File: src/sv/tmprof_pkg.sv
// Package with the shared types and constants of the trapezoidal motion profile.
package tmprof_pkg;

  localparam int unsigned NumW = 72;
  localparam int unsigned DenW = 32;

  // Configuration register indexes.
  localparam logic RegMaxVel = 1'b0;
  localparam logic RegMaxAcc = 1'b1;

  typedef enum logic {
    FUNC_START = 1'b0,
    FUNC_TICK  = 1'b1
  } func_e;

  typedef enum logic [1:0] {
    PH_ACCEL  = 2'd0,
    PH_CRUISE = 2'd1,
    PH_DECEL  = 2'd2,
    PH_DONE   = 2'd3
  } phase_e;

  typedef enum logic [1:0] {
    DIR_NONE = 2'd0,
    DIR_UP   = 2'd1,
    DIR_DOWN = 2'd3
  } dir_e;

  typedef enum logic [4:0] {
    S_IDLE, S_S0, S_S1, S_S2, S_S3, S_S4, S_S5, S_S6, S_S7, S_S8,
    S_T1, S_T2, S_T3, S_SPH,
    S_K0, S_K1, S_K2, S_K4, S_K5, S_K6, S_K7, S_K8,
    S_C0, S_C1, S_C2,
    S_DONE
  } state_e;

  // Request from the sequencer to the iterative divide / square root unit.
  typedef struct packed {
    logic start;
    logic sqrt_op;
  } tmprof_req_t;

endpackage

File: src/sv/tmprof_iter.sv
// Iterative unit: bit-serial restoring divider and bit-serial integer square root.
module tmprof_iter (
  input  logic                            clk_i,
  input  logic                            rst_ni,
  input  tmprof_pkg::tmprof_req_t         req_i,
  input  logic [tmprof_pkg::NumW-1:0]     num_i,
  input  logic [tmprof_pkg::DenW-1:0]     den_i,
  output logic [tmprof_pkg::NumW-1:0]     res_o,
  output logic                            done_o
);
  import tmprof_pkg::*;

  logic [NumW-1:0] q_q, q_d;
  logic [DenW-1:0] rem_q, rem_d;
  logic [DenW-1:0] den_q, den_d;
  logic [63:0]     r_q, r_d;
  logic [63:0]     bit_q, bit_d;
  logic [6:0]      cnt_q, cnt_d;
  logic            busy_q, busy_d;
  logic            sqrt_q, sqrt_d;
  logic            done_q, done_d;

  logic [DenW:0]   rem_sh;
  logic            ge;
  logic [DenW:0]   rem_sub;
  logic [63:0]     trial;

  always_comb begin
    q_d    = q_q;
    rem_d  = rem_q;
    den_d  = den_q;
    r_d    = r_q;
    bit_d  = bit_q;
    cnt_d  = cnt_q;
    busy_d = busy_q;
    sqrt_d = sqrt_q;
    done_d = 1'b0;
    rem_sh  = {rem_q, q_q[NumW-1]};
    ge      = (rem_sh >= {1'b0, den_q});
    rem_sub = rem_sh - {1'b0, den_q};
    trial   = r_q + bit_q;
    if (req_i.start) begin
      q_d    = num_i;
      rem_d  = '0;
      den_d  = den_i;
      r_d    = '0;
      bit_d  = 64'h4000_0000_0000_0000;
      cnt_d  = req_i.sqrt_op ? 7'd32 : 7'(NumW);
      busy_d = 1'b1;
      sqrt_d = req_i.sqrt_op;
    end else if (busy_q) begin
      if (sqrt_q) begin
        if (q_q[63:0] >= trial) begin
          q_d[63:0] = q_q[63:0] - trial;
          r_d       = (r_q >> 1) + bit_q;
        end else begin
          r_d = r_q >> 1;
        end
        bit_d = bit_q >> 2;
      end else begin
        rem_d = ge ? rem_sub[DenW-1:0] : rem_sh[DenW-1:0];
        q_d   = {q_q[NumW-2:0], ge};
      end
      cnt_d = cnt_q - 7'd1;
      if (cnt_q == 7'd1) begin
        busy_d = 1'b0;
        done_d = 1'b1;
      end
    end
  end

  always_ff @(posedge clk_i or negedge rst_ni) begin
    if (!rst_ni) begin
      cnt_q  <= '0;
      busy_q <= 1'b0;
      done_q <= 1'b0;
      sqrt_q <= 1'b0;
    end else begin
      cnt_q  <= cnt_d;
      busy_q <= busy_d;
      done_q <= done_d;
      sqrt_q <= sqrt_d;
    end
  end

  always_ff @(posedge clk_i) begin
    q_q   <= q_d;
    rem_q <= rem_d;
    den_q <= den_d;
    r_q   <= r_d;
    bit_q <= bit_d;
  end

  assign res_o  = sqrt_q ? {8'b0, r_q} : q_q;
  assign done_o = done_q;

endmodule

File: config.mk
export PLATFORM = sky130hd
export DESIGN_NAME = tmprof_iter
export DESIGN_NICKNAME = d
export VERILOG_FILES = /design/src/sv/tmprof_pkg.sv /design/src/sv/tmprof_iter.sv
export SDC_FILE = /design/constraint.sdc
export NUM_CORES = 1
export LEC_CHECK = 0
export CORE_MARGIN = 5
export CORE_UTILIZATION = 40
export CTS_CLUSTER_DIAMETER = 100
export DETAILED_ROUTE_END_ITERATION = 10
export DONT_BUFFER_PORTS = 1
export PLACE_DENSITY = 0.66
export SYNTH_ARGS = -nofsm -noshare
export SYNTH_HDL_FRONTEND = slang
export SYNTH_SLANG_ARGS = --single-unit
File: constraint.sdc
create_clock -name clk_i -period 8.3 [get_ports clk_i]
set_input_delay 1.245 -clock clk_i [delete_from_list [all_inputs] [get_ports clk_i]]
set_output_delay 1.245 -clock clk_i [all_outputs]
set_load 0.03 [all_outputs]
==> results_dict.tcl <==
set metrics [dict create \
    die_h_um 238.9 \
    cts.sink_count 242 \
    vias_per_cell 6.082 \
    dr.pass1.iters 5 \
    synth_top_cell_by_area "edfxtp_1" \
    crit_path_end_kind "register" \
    hold_class "in2async" \
    fmax_mhz 141.8 \
    antenna_found_initial 5 \
    cap_violations 0 \
    critPathMaxStageDelay_ps 770 \
    postLayoutCellArea_um2 22290 \
    status "complete, no violations" \
    final_core_util_pct 43.19 \
    numCtsBuffers 31 \
    path_cells "ha_1, a31oi_1, o21bai_1, a31o_2, a211oi_2, o211ai_1, a21o_1, a31oi_1, o21bai_1, xnor2_1, ha_1, a21oi_1, o21ai_1, a221o_1, a21oi_1, nor2b_1, o2111ai_2, nand2_2, buf_4, nor2_2, nand3_1, o221ai_1, nor3_1" \
    muxShareOfSynthArea_pct 5.368 \
    io_buffers 0 \
    synthTopCellsByArea "edfxtp_1 (15%), dfxtp_1 (12%), ha_1 (9.8%)" \
    rsz0062_at_grt "false" \
    crit_path_start_kind "register" \
    insertion_delay_ps 590 \
    grt_max_degree 230 \
    ioPinCount 181 \
    coreArea_um2 51610 \
    multi_input_area_um2 14100 \
    dpl_cell_area_um2 21210 \
    netlist_area_um2 20960 \
    cts.path.max_buffers 3 \
    synth_area_per_cell_um2 7.944 \
    synth_xor_area_share_pct 7.858 \
    synth_warnings 0 \
    synth_top_family_by_area "compound AO/OA/AOI/OAI gates" \
    synth_edf_count 104 \
    yosys.area.top_type_share_pct 14.90 \
    drt-initial-drc-count 1980 \
    vias 19570 \
    drc 0 \
    finalHoldViolCount 0 \
    vdd_ir_drop_max_v 0.0002884 \
    place_congestion 0.9786 \
    crit_type "reg2reg" \
    post_cts_buffers 0 \
    syn_nets 2912 \
    final-seq-area_um2 5939 \
    worst_slew_pin_slew_ps 1063 \
    ant_nets 0 \
    cts.repair.resized 0 \
    design.die.area_um2 57070 \
    cts.reportedPaths.clkPinSlew_ps 60 \
    synth-main-ff-cell "dfxtp_1" \
    place_hpwl_mm 51.47 \
    grt_pass1_vias 18450 \
    grt_pass1_wl_mm 105.7 \
    row_count 83 \
    start_util_pct 40.60 \
    postCtsHoldBufs 0 \
    synth_cells 2638 \
    wirelength_mm 68.86 \
    fin_crit_sh_pct 84.96 \
    leakage_nw 8.634 \
    required_ps 8810 \
    synth-simple-area-share_pct 18.78 \
    reg2reg_depth 23 \
    cts_tree "done" \
    syn2layout_area_growth_pct 6.377 \
    grt_util_all_layers_pct 22.77 \
    finalSetupTns_ps 0 \
    slowest_stage "buf_4" \
    yosysUniqueCellTypes 86 \
    arrival_ps 7570 \
    ys_seq_area_share_pct 28.33 \
    async_reset_ff_share_pct 4.132 \
    final.setup_skew_ps 14.39 \
    fillCellCount 5074 \
    max_slew_margin_pct 28.96 \
    final_nets 2783 \
    min_period_ps 7052 \
    finalSetupViolations 0 \
    h-tree-depth 1 \
    die_w_um 238.9 \
    drive_gt1_share_pct 6.867 \
    synth-seq-cells 242 \
    synth_compound_area_share_pct 25.13 \
    root_buffer "clkbuf_16" \
    wire_per_inst_um 21.41 \
    globalRouteOverflowTotal 0 \
    crit_fanout 95 \
    power_density_nw_per_um2 331.3 \
    synthAdderAreaFrac_pct 9.983 \
    drv_slew 0 \
]
-- metrics by stage --
step	hold WS [ps]	worst slack [ps]	total power [mW]	cells
finish	341.7	1248	7.385	3217
global route	313.2	780.2	7.847	3217
CTS	305.4	1310	7.360	3214
detailed placement	474.9	1306	5.881	3156
global placement	469.1	1516	5.871	3156
floorplan	452.9	2028	4.943	2638
-- where the power goes --
part	total (mW)	internal [mW]	switching, mW
Sequential	1.95	1.55	0.395
Clock	1.44	0.872	0.566
Combinational	4.00	1.43	2.57
Total	7.38	3.85	3.53
-- synth_stat cells (46+ instances only) --
cell type,instances
o21ai_0,181
xor2_1,91
nor2_1,250
nand4_1,53
a31oi_1,68
xnor2_1,97
a21oi_1,228
inv_1,69
edfxtp_1,104
a21o_1,60
dfxtp_1,128
ha_1,164
nand2_1,365
clkbuf_1,132
mux2_2,59
mux2i_1,46
nand3_1,57
-- path summary, 6_finish.rpt --
check	from	end	slack (ps)
max	r_q[2]$_SDFFE_PP0P_	r_q[58]$_SDFFE_PP0P_	1250
max reg2reg	r_q[2]$_SDFFE_PP0P_	r_q[58]$_SDFFE_PP0P_	1250
min in group clk_i	rem_q[10]$_SDFFE_PP0P_	rem_q[10]$_SDFFE_PP0P_	480
min reg2reg	rem_q[10]$_SDFFE_PP0P_	rem_q[10]$_SDFFE_PP0P_	480
min	rst_ni	cnt_q[4]$_DFFE_PN0P_	340
max in group asynchronous	rst_ni	sqrt_q$_DFFE_PN0P_	7870
-- area by class of cell --
cell class	instances	share of cell area, %
well taps	680	3.817
clock buffers	36	3.749
repair buffers	8	0.2694
multi-input cells	2157	63.24
inverters	69	1.162
clock inverters	22	1.089
diodes	3	0.03368
flip-flops and latches	242	26.64
-- metal layers --
metal	wire (um)	up-vias	part of all wire, %	track usage (%)
li1	-	9373	-	-
met1	30670	9372	45	31.62
met2	31040	690	45	36.81
met3	4955	127	7.2	3.415
met4	2171	4	3.2	6.800
met5	28	-	0.041	0
-- flip-flops by register name (all words and copies together) (netlist names) --
signal,count
busy_q,1
q_q,72
sqrt_q,1
den_q,32
bit_q,32
cnt_q,7
r_q,64
done_o,1
rem_q,32
-- cell usage in the layout, fill, tap and decap left out, types with 12 or more instances in the layout --
master     instances
and3_1            22
nor3_1            32
nand2b_1          13
nor2b_1           26
a31oi_1           67
a211oi_1          38
xnor2_1           97
o221ai_1          15
edfxtp_1         104
o21ai_0          181
xor2_1            91
nand4_1           53
mux2i_1           46
dfxtp_1          128
a31o_2            12
a311oi_1          12
nor2_1           250
o21ai_1           14
a21o_1            60
ha_1             164
inv_1             67
mux2_2            59
o31ai_1           16
nor4_1            12
o21bai_1          37
clkbuf_16         32
o21a_1            14
nand2_1          363
nand3_1           57
a21oi_1          227
-- critical path, delay by kind of cell, from the launching register on --
| family | cells | cell delay (ps) |
|---|---|---|
| AOI/OAI and AO/OA | 14 | 3780 |
| and+or+nand+nor | 5 | 1050 |
| buffers and inverters | 1 | 770 |
| adders and majority gates | 2 | 710 |
| DFF | 1 | 470 |
| xor gates and xnor gates | 1 | 170 |
-- logic make-up after synthesis --
family / Yosys count
buffers and inverters: 239
DFF: 242
AOI/OAI and AO/OA: 816
xor gates and xnor gates: 188
and+or+nand+nor: 882
muxes: 105
adders and majority gates: 166
No activity file was read; power rests on OpenSTA's default activity.
